## config.mk

```make
export PLATFORM = sky130hd
export DESIGN_NAME = false_color_palette_map_unit
export DESIGN_NICKNAME = d
export VERILOG_FILES = /design/src/sv/fcpm_pkg.sv /design/src/sv/fcpm_map.sv /design/src/sv/false_color_palette_map_unit.sv
export SDC_FILE = /design/constraint.sdc
export NUM_CORES = 2
export LEC_CHECK = 0
export BUFFER_PORTS_ARGS = -buffer_cell sky130_fd_sc_hd__buf_2
export CAP_MARGIN = 20
export CORE_MARGIN = 1.5
export CORE_UTILIZATION = 40
export DETAILED_ROUTE_END_ITERATION = 16
export GPL_TIMING_DRIVEN = 0
export SETUP_SLACK_MARGIN = 0.3
export SYNTH_ARGS = -nofsm -noshare
export SYNTH_HDL_FRONTEND = slang
export SYNTH_SLANG_ARGS = --single-unit
```

## constraint.sdc

```tcl
create_clock -name clk -period 12.2 [get_ports clk]
set_input_delay 1.22 -clock clk [delete_from_list [all_inputs] [get_ports clk]]
set_output_delay 1.22 -clock clk [all_outputs]
set_load 0.02 [all_outputs]
```

## src/sv/fcpm_pkg.sv

```systemverilog
// fcpm_pkg: shared types and codes for the false-color palette map unit
// used by fcpm_map, false_color_palette_map_unit and fcpm_checker; no dependencies
package fcpm_pkg;

  localparam int PIX_W = 8;
  localparam int SEL_W = 4;
  localparam int PACK_W = 16;
  localparam int APB_DW = 32;
  localparam int APB_AW = 3;

  // palette codes
  localparam logic [SEL_W-1:0] PAL_INV_SPLIT  = 4'd0;
  localparam logic [SEL_W-1:0] PAL_FOUR_BAND  = 4'd1;
  localparam logic [SEL_W-1:0] PAL_METAL      = 4'd2;
  localparam logic [SEL_W-1:0] PAL_THREE_RAMP = 4'd3;
  localparam logic [SEL_W-1:0] PAL_RBOW_DARK  = 4'd4;
  localparam logic [SEL_W-1:0] PAL_RBOW_BLUE  = 4'd5;
  localparam logic [SEL_W-1:0] PAL_FIVE_STEP  = 4'd6;
  localparam logic [SEL_W-1:0] PAL_CYAN_START = 4'd7;
  localparam logic [SEL_W-1:0] PAL_JET        = 4'd8;
  localparam logic [SEL_W-1:0] PAL_GRAY       = 4'd9;

  // register index, taken from paddr[2]
  localparam logic REG_PALETTE_SELECT = 1'b0;
  localparam logic REG_SWAP_BYTES     = 1'b1;

  typedef struct packed {
    logic [PIX_W-1:0] red;
    logic [PIX_W-1:0] green;
    logic [PIX_W-1:0] blue;
  } rgb_t;

endpackage

```

## src/sv/fcpm_map.sv

```systemverilog
// fcpm_map: combinational gray to rgb palette lookup for ten piecewise-linear palettes
// depends on fcpm_pkg
module fcpm_map (
  input  logic [fcpm_pkg::SEL_W-1:0] sel,
  input  logic [fcpm_pkg::PIX_W-1:0] v,
  output fcpm_pkg::rgb_t             color
);

  localparam int RECIP_SH = 24;
  localparam int RECIP_CW = 28;
  // m * ceil(2^24 / d): floor(a*m/d) exact for all operands used here
  localparam logic [RECIP_CW-1:0] K_R_124 = RECIP_CW'(255 * (((1 << RECIP_SH) + 123) / 124));
  localparam logic [RECIP_CW-1:0] K_G_117 = RECIP_CW'(255 * (((1 << RECIP_SH) + 116) / 117));
  localparam logic [RECIP_CW-1:0] K_B_91  = RECIP_CW'(100 * (((1 << RECIP_SH) + 90) / 91));
  localparam logic [RECIP_CW-1:0] K_B_29  = RECIP_CW'(128 * (((1 << RECIP_SH) + 28) / 29));
  localparam logic [RECIP_CW-1:0] K_B_41  = RECIP_CW'(255 * (((1 << RECIP_SH) + 40) / 41));
  localparam logic [RECIP_CW-1:0] K_G_51H = RECIP_CW'(128 * (((1 << RECIP_SH) + 50) / 51));
  localparam logic [RECIP_CW-1:0] K_G_51L = RECIP_CW'(127 * (((1 << RECIP_SH) + 50) / 51));

  function automatic logic [7:0] seg2(input logic [7:0] a, input logic [7:0] m,
                                      input logic [2:0] sh);
    logic [15:0] prod;
    prod = {8'd0, a} * {8'd0, m};
    return 8'(prod >> sh);
  endfunction

  function automatic logic [7:0] segc(input logic [7:0] a, input logic [RECIP_CW-1:0] k);
    logic [RECIP_CW+7:0] prod;
    prod = {{RECIP_CW{1'b0}}, a} * {8'd0, k};
    return prod[RECIP_SH+7:RECIP_SH];
  endfunction

  logic [7:0] rr, gg, bb;
  logic [7:0] v4, v5;

  // 4v and 5v modulo 256
  assign v4 = {v[5:0], 2'b00};
  assign v5 = v + v4;

  always_comb begin
    rr = 8'd0;
    gg = 8'd0;
    bb = 8'd0;
    case (sel)
      fcpm_pkg::PAL_INV_SPLIT: begin
        rr = v;
        gg = (v >= 8'd127) ? v - 8'd127 : 8'd127 - v;
        bb = 8'd255 - v;
      end
      fcpm_pkg::PAL_FOUR_BAND, fcpm_pkg::PAL_CYAN_START: begin
        if (v <= 8'd63) begin
          if (sel == fcpm_pkg::PAL_CYAN_START) begin
            gg = seg2(8'd64 - v, 8'd255, 3'd6);
            bb = 8'd255;
          end else begin
            bb = seg2(v, 8'd255, 3'd6);
          end
        end else if (v <= 8'd127) begin
          gg = seg2(v - 8'd64, 8'd255, 3'd6);
          bb = seg2(8'd127 - v, 8'd255, 3'd6);
        end else if (v <= 8'd191) begin
          rr = seg2(v - 8'd128, 8'd255, 3'd6);
          gg = 8'd255;
        end else begin
          rr = 8'd255;
          gg = seg2(8'd255 - v, 8'd255, 3'd6);
        end
      end
      fcpm_pkg::PAL_METAL: begin
        if (v <= 8'd63) begin
          bb = seg2(v, 8'd255, 3'd6);
        end else if (v <= 8'd95) begin
          rr = seg2(v - 8'd63, 8'd127, 3'd5);
          gg = rr;
          bb = 8'd255;
        end else if (v <= 8'd127) begin
          rr = seg2(v - 8'd95, 8'd127, 3'd5) + 8'd128;
          gg = rr;
          bb = seg2(8'd127 - v, 8'd255, 3'd5);
        end else if (v <= 8'd191) begin
          rr = 8'd255;
          gg = 8'd255;
        end else begin
          rr = 8'd255;
          gg = 8'd255;
          bb = seg2(v - 8'd192, 8'd255, 3'd6);
        end
      end
      fcpm_pkg::PAL_THREE_RAMP: begin
        if (v <= 8'd16) rr = 8'd0;
        else if (v <= 8'd140) rr = segc(v - 8'd16, K_R_124);
        else rr = 8'd255;
        if (v <= 8'd101) gg = 8'd0;
        else if (v <= 8'd218) gg = segc(v - 8'd101, K_G_117);
        else gg = 8'd255;
        // blue stays dark between the two ramps
        if (v <= 8'd91) bb = 8'd28 + segc(v, K_B_91);
        else if (v <= 8'd120) bb = segc(8'd120 - v, K_B_29);
        else if (v <= 8'd214) bb = 8'd0;
        else bb = segc(v - 8'd214, K_B_41);
      end
      fcpm_pkg::PAL_RBOW_DARK, fcpm_pkg::PAL_RBOW_BLUE: begin
        if (v <= 8'd63 && sel == fcpm_pkg::PAL_RBOW_BLUE) begin
          gg = seg2(v, 8'd255, 3'd6);
          bb = 8'd255;
        end else if (v <= 8'd31) begin
          bb = seg2(v, 8'd255, 3'd5);
        end else if (v <= 8'd63) begin
          gg = seg2(v - 8'd32, 8'd255, 3'd5);
          bb = 8'd255;
        end else if (v <= 8'd95) begin
          gg = 8'd255;
          bb = seg2(8'd95 - v, 8'd255, 3'd5);
        end else if (v <= 8'd127) begin
          rr = seg2(v - 8'd96, 8'd255, 3'd5);
          gg = 8'd255;
        end else if (v <= 8'd191) begin
          rr = 8'd255;
          gg = seg2(8'd191 - v, 8'd255, 3'd6);
        end else begin
          rr = 8'd255;
          gg = seg2(v - 8'd192, 8'd255, 3'd6);
          bb = gg;
        end
      end
      fcpm_pkg::PAL_FIVE_STEP: begin
        if (v <= 8'd51) begin
          gg = v5;
          bb = 8'd255;
        end else if (v <= 8'd102) begin
          gg = 8'd255;
          bb = 8'd254 - v5;
        end else if (v <= 8'd153) begin
          rr = v5 + 8'd2;
          gg = 8'd255;
        end else if (v <= 8'd204) begin
          rr = 8'd255;
          gg = 8'd255 - segc(v - 8'd153, K_G_51H);
        end else begin
          rr = 8'd255;
          gg = 8'd127 - segc(v - 8'd204, K_G_51L);
        end
      end
      fcpm_pkg::PAL_JET: begin
        // offsets 254, 510 and 1022 taken modulo 256
        if (v <= 8'd63) begin
          gg = 8'd254 - v4;
          bb = 8'd255;
        end else if (v <= 8'd127) begin
          gg = v4 + 8'd2;
          bb = 8'd254 - v4;
        end else if (v <= 8'd191) begin
          rr = v4 + 8'd2;
          gg = 8'd255;
        end else begin
          rr = 8'd255;
          gg = 8'd254 - v4;
        end
      end
      fcpm_pkg::PAL_GRAY: begin
        rr = v;
        gg = v;
        bb = v;
      end
      default: begin
        rr = 8'd0;
        gg = 8'd0;
        bb = 8'd0;
      end
    endcase
  end

  assign color.red   = rr;
  assign color.green = gg;
  assign color.blue  = bb;

endmodule

```

## src/sv/false_color_palette_map_unit.sv

```systemverilog
// false_color_palette_map_unit: top level, pixel registers, rgb565 packing and apb registers
// depends on fcpm_pkg and fcpm_map
//
// One gray pixel is taken on every clock where start is high; busy is always low, so a pixel
// can be offered in every cycle. Its color appears on red, green, blue and rgb565 for a single
// cycle, marked by done; the receiver cannot hold it off. The rate of one pixel per clock and
// the path from input to output come from the input register, one pass through the palette
// logic and the result register. palette_select sits at address 0x0 (reset 9, plain gray,
// codes 10 to 15 give black) and swap_bytes at 0x4 (reset 0); change them only while no
// pixel is in flight.
module false_color_palette_map_unit (
  input  logic                         clk,
  input  logic                         rst,
  input  logic                         start,
  output logic                         busy,
  input  logic [fcpm_pkg::PIX_W-1:0]   gray,
  output logic                         done,
  output logic [fcpm_pkg::PIX_W-1:0]   red,
  output logic [fcpm_pkg::PIX_W-1:0]   green,
  output logic [fcpm_pkg::PIX_W-1:0]   blue,
  output logic [fcpm_pkg::PACK_W-1:0]  rgb565,
  input  logic                         psel,
  input  logic                         penable,
  input  logic                         pwrite,
  input  logic [fcpm_pkg::APB_AW-1:0]  paddr,
  input  logic [fcpm_pkg::APB_DW-1:0]  pwdata,
  output logic [fcpm_pkg::APB_DW-1:0]  prdata,
  output logic                         pready
);

  logic [fcpm_pkg::SEL_W-1:0]  palette_select;
  logic                        swap_bytes;
  logic                        in_vld;
  logic [fcpm_pkg::PIX_W-1:0]  gray_q;
  fcpm_pkg::rgb_t              color;
  logic [fcpm_pkg::PACK_W-1:0] pack;
  logic [fcpm_pkg::PACK_W-1:0] pack_next;
  logic                        wr_en;
  logic                        reg_idx;

  assign busy    = 1'b0;
  assign pready  = 1'b1;
  assign reg_idx = paddr[2];
  assign wr_en   = psel & penable & pwrite & pready;

  always_ff @(posedge clk) begin
    if (rst) begin
      palette_select <= fcpm_pkg::PAL_GRAY;
      swap_bytes     <= 1'b0;
    end else if (wr_en) begin
      case (reg_idx)
        fcpm_pkg::REG_PALETTE_SELECT: palette_select <= pwdata[fcpm_pkg::SEL_W-1:0];
        fcpm_pkg::REG_SWAP_BYTES:     swap_bytes     <= pwdata[0];
        default: ;
      endcase
    end
  end

  always_comb begin
    case (reg_idx)
      fcpm_pkg::REG_PALETTE_SELECT:
        prdata = {{(fcpm_pkg::APB_DW-fcpm_pkg::SEL_W){1'b0}}, palette_select};
      fcpm_pkg::REG_SWAP_BYTES: prdata = {{(fcpm_pkg::APB_DW-1){1'b0}}, swap_bytes};
      default: prdata = '0;
    endcase
  end

  // input stage
  always_ff @(posedge clk) begin
    if (rst) begin
      in_vld <= 1'b0;
    end else begin
      in_vld <= start & ~busy;
    end
  end

  always_ff @(posedge clk) begin
    if (start & ~busy) begin
      gray_q <= gray;
    end
  end

  fcpm_map u_map (
    .sel   (palette_select),
    .v     (gray_q),
    .color (color)
  );

  assign pack = {color.red[7:3], color.green[7:2], color.blue[7:3]};
  assign pack_next = swap_bytes ? {pack[7:0], pack[15:8]} : pack;

  // result stage
  always_ff @(posedge clk) begin
    if (rst) begin
      done <= 1'b0;
    end else begin
      done <= in_vld;
    end
  end

  always_ff @(posedge clk) begin
    if (in_vld) begin
      red    <= color.red;
      green  <= color.green;
      blue   <= color.blue;
      rgb565 <= pack_next;
    end
  end

endmodule

```

==> results.md <==
* DP Cell Count at slightly above 5000
* Most frequent cells in the layout: inv_1, ha_1, fa_1, a21oi_1, xnor2_1
* Final nets at about 5200
* Deepest clock path buffer count at 2
* CTS clk-pin slew, worst paths at about 100 ps
* Num ports at 124
* Startpoint Class: register
* Initial DRC count at 2231
* CP bufs+invs at 5
* GP Congestion at ~1.1
* Post-synth cell types at 98
* Clock Latency Late Sink at about 340 ps
* Crit path cell chain: buf_16 > clkbuf_1 > inv_1 > buf_16 > fa_1 > inv_1 > fa_1 > fa_1 > fa_1 > ha_1 > a21oi_1 > a2111oi_0 > a21o_1 > o31ai_1 > xor2_1 > ha_1 > nand2b_1 > a21o_1 > a32oi_1 > mux2i_1 > nor4b_2 > mux2i_1
* Largest net degree at the start of global routing at 37
* Vias/cell at ~5.5
* Max Cap Viol at 0
* Total GRT Usage at about 27%
* Final Hold Vio Count at 0
* First-pass detailed-route iteration total at 5
* Final Cycle Share at around 87%
* Async S/R FF share, synth at 0%
* Arrival @ worst endpoint at between 10000 and 15000 ps
* Top FF cell, synth: edfxtp_1
* Detail Route Antenna Nets at 0
* Post-Syn Area at around 0.034 mm²
* Period minus WS final at ~11000 ps
* Worst Skew at approximately 23 ps
* Post-DP HPWL at around 99 mm
* CP endpoint kind: register
* Die area at between 0.08 and 0.09 mm²
* Crit path max-delay family: adder cells
* Slowest cell on crit path: fa_1
* First-pass GRT wire length at 176.4 mm
* Number of setup violations in the final report at 0
* Fmax at between 90 and 100 MHz
* Row count at 107
* CP Max Fanout at 11
* Post-synthesis area per instance at just over 9 µm²
* Initial core utilization at 40.40%
* Layout cells sized above 1 at between 5 and 6%
* Area growth syn-to-layout at 7.714%
* Max Slew Vio Count at 0
* Die span in y at between 200 and 300 µm
* Leading cell type in the layout, fill and taps excluded: inv_1
* Top post-synthesis cells by area: fa_1, ha_1, inv_1
* WS Path Type: register to register
* Fin Hold WS at between 600 and 700 ps
* Initial antenna violation count at 3
* Clock sinks at 55
* Fin cells at 5081
* Outcome: complete, no violations
* Post-CTS sizing at 0
* Yosys warns at 0
* Max-slew headroom at a little over a fifth
* # DRC at 0
* Worst hold path type: register to register
* Total setup buffers inserted after CTS at 0
* Worst-Margin Slew at between 1000 and 1500 ps
* Overflow left after global routing at 0
* Post-synth EDFFs at 48
* Drt wl/cell at 23.12 µm
* H-Tree Level Count at 2
* FF+latch count, synth at 55
* Number of global-route vias before repair at 27871
* CTS Buf Count at 5
* Die Wd at 296.5 µm
* Total wire length after detailed routing at between 100 and 150 mm
* CP max stage delay at approximately 1300 ps
* Sequential share of the synthesized area at around 4.6%
* Via Count at 28106
* Buffers added on ports at 63
* CP required at 12230 ps
* Unrepaired setup endpoints after global routing: false
* Most used cell, CP: fa_1
* TritonCTS clock tree: built
* Synth top area share at 29.46%
* Hold Buf Count CTS at 0
* Root buf cell: clkbuf_16
* Mapped Cells at about 3800
* Utilization after layout at between 40% and 50%
* Leading area contributor after synthesis: fa_1
* Core Box Area at about 0.085 mm²
kinds of logic after synthesis:
family	count (synthesis)	share of synthesized area (%)
AOI/OAI and AO/OA	747	14.49
xor gates and xnor gates	247	6.414
adders and majority gates	1187	54.16
buffers and inverters	892	10.09
DFF	55	4.591
muxes	27	0.8063
other	2	0.02180
and+or+nand+nor	649	9.421
worst register-to-register path, delay by kind of cell, from the launching register on:
kind / cells / cell delay, ps
multiplexers: 2 / 360
adder cells (fa/ha/maj): 6 / 3640
XOR/XNOR: 1 / 680
AO/OA/AOI/OAI: 6 / 1710
AND/OR/NAND/NOR: 2 / 1000
buffers and inverters: 5 / 2110
flip-flops: 1 / 850
stage by stage:
step | setup TNS (ps) | instance area, µm² | setup WS [ps]
final | 0 | 37110 | 1558
after global routing | 0 | 37100 | 1319
after CTS | 0 | 37070 | 1718
after detailed placement | 0 | 36920 | 1778
after global placement | -30720 | 36300 | -1704
after floorplan | 0 | 34560 | 3693
sequential cells by signal, summed over array words and instances, names as in the netlist:
register        count
blue                8
gray_q              8
done                1
rgb565             16
palette_select      4
green               8
red                 8
swap_bytes          1
in_vld              1
worst paths after layout:
check / startpoint / to / slack [ps] / cells past startpoint
setup / recovery: gray_q[2]$_DFFE_PP_ / rgb565[11]$_DFFE_PP_ / 1560 / 22
hold / removal: in_vld$_SDFF_PP0_ / blue[1]$_DFFE_PP_ / 660 / 0
setup reg to reg: gray_q[2]$_DFFE_PP_ / rgb565[11]$_DFFE_PP_ / 1560 / 22
hold reg to reg: in_vld$_SDFF_PP0_ / blue[1]$_DFFE_PP_ / 660 / 0
cell type report:
type | count | area, µm²
diodes | 2 | 5.005
clock buffers | 5 | 125.1
multi-input cells | 2887 | 29520
clock inverters | 3 | 25.02
inverters | 790 | 2967
fillers | 8459 | 48170
well taps | 1144 | 1431
repair buffers | 93 | 940.9
plain buffers | 102 | 513.0
flip-flops and latches | 55 | 1583
layer usage:
layer | vias to the layer above | part of all wire [%] | track usage, %
li1 | 13012 | - | -
met1 | 13828 | 44 | 37.14
met2 | 1031 | 44 | 42.67
met3 | 235 | 7.1 | 3.609
met4 | 0 | 5.0 | 11.19
met5 | - | 0 | 0
cells in the mapped netlist, types with 23 or more instances:
| library cell | instances |
|---|---|
| a211oi_1 | 29 |
| a21o_1 | 58 |
| a21oi_1 | 203 |
| buf_4 | 31 |
| clkbuf_1 | 51 |
| edfxtp_1 | 48 |
| fa_1 | 507 |
| ha_1 | 680 |
| inv_1 | 787 |
| nand2_1 | 180 |
| nand2b_1 | 23 |
| nand3_1 | 68 |
| nand4_1 | 37 |
| nor2_1 | 129 |
| nor3_1 | 56 |
| o211ai_1 | 30 |
| o21a_1 | 30 |
| o21ai_0 | 148 |
| or3_1 | 23 |
| xnor2_1 | 186 |
| xor2_1 | 58 |
Power is left out: the tool's default activity adds up to more than one toggle a clock period on the data nets, which glitch-free logic cannot reach.
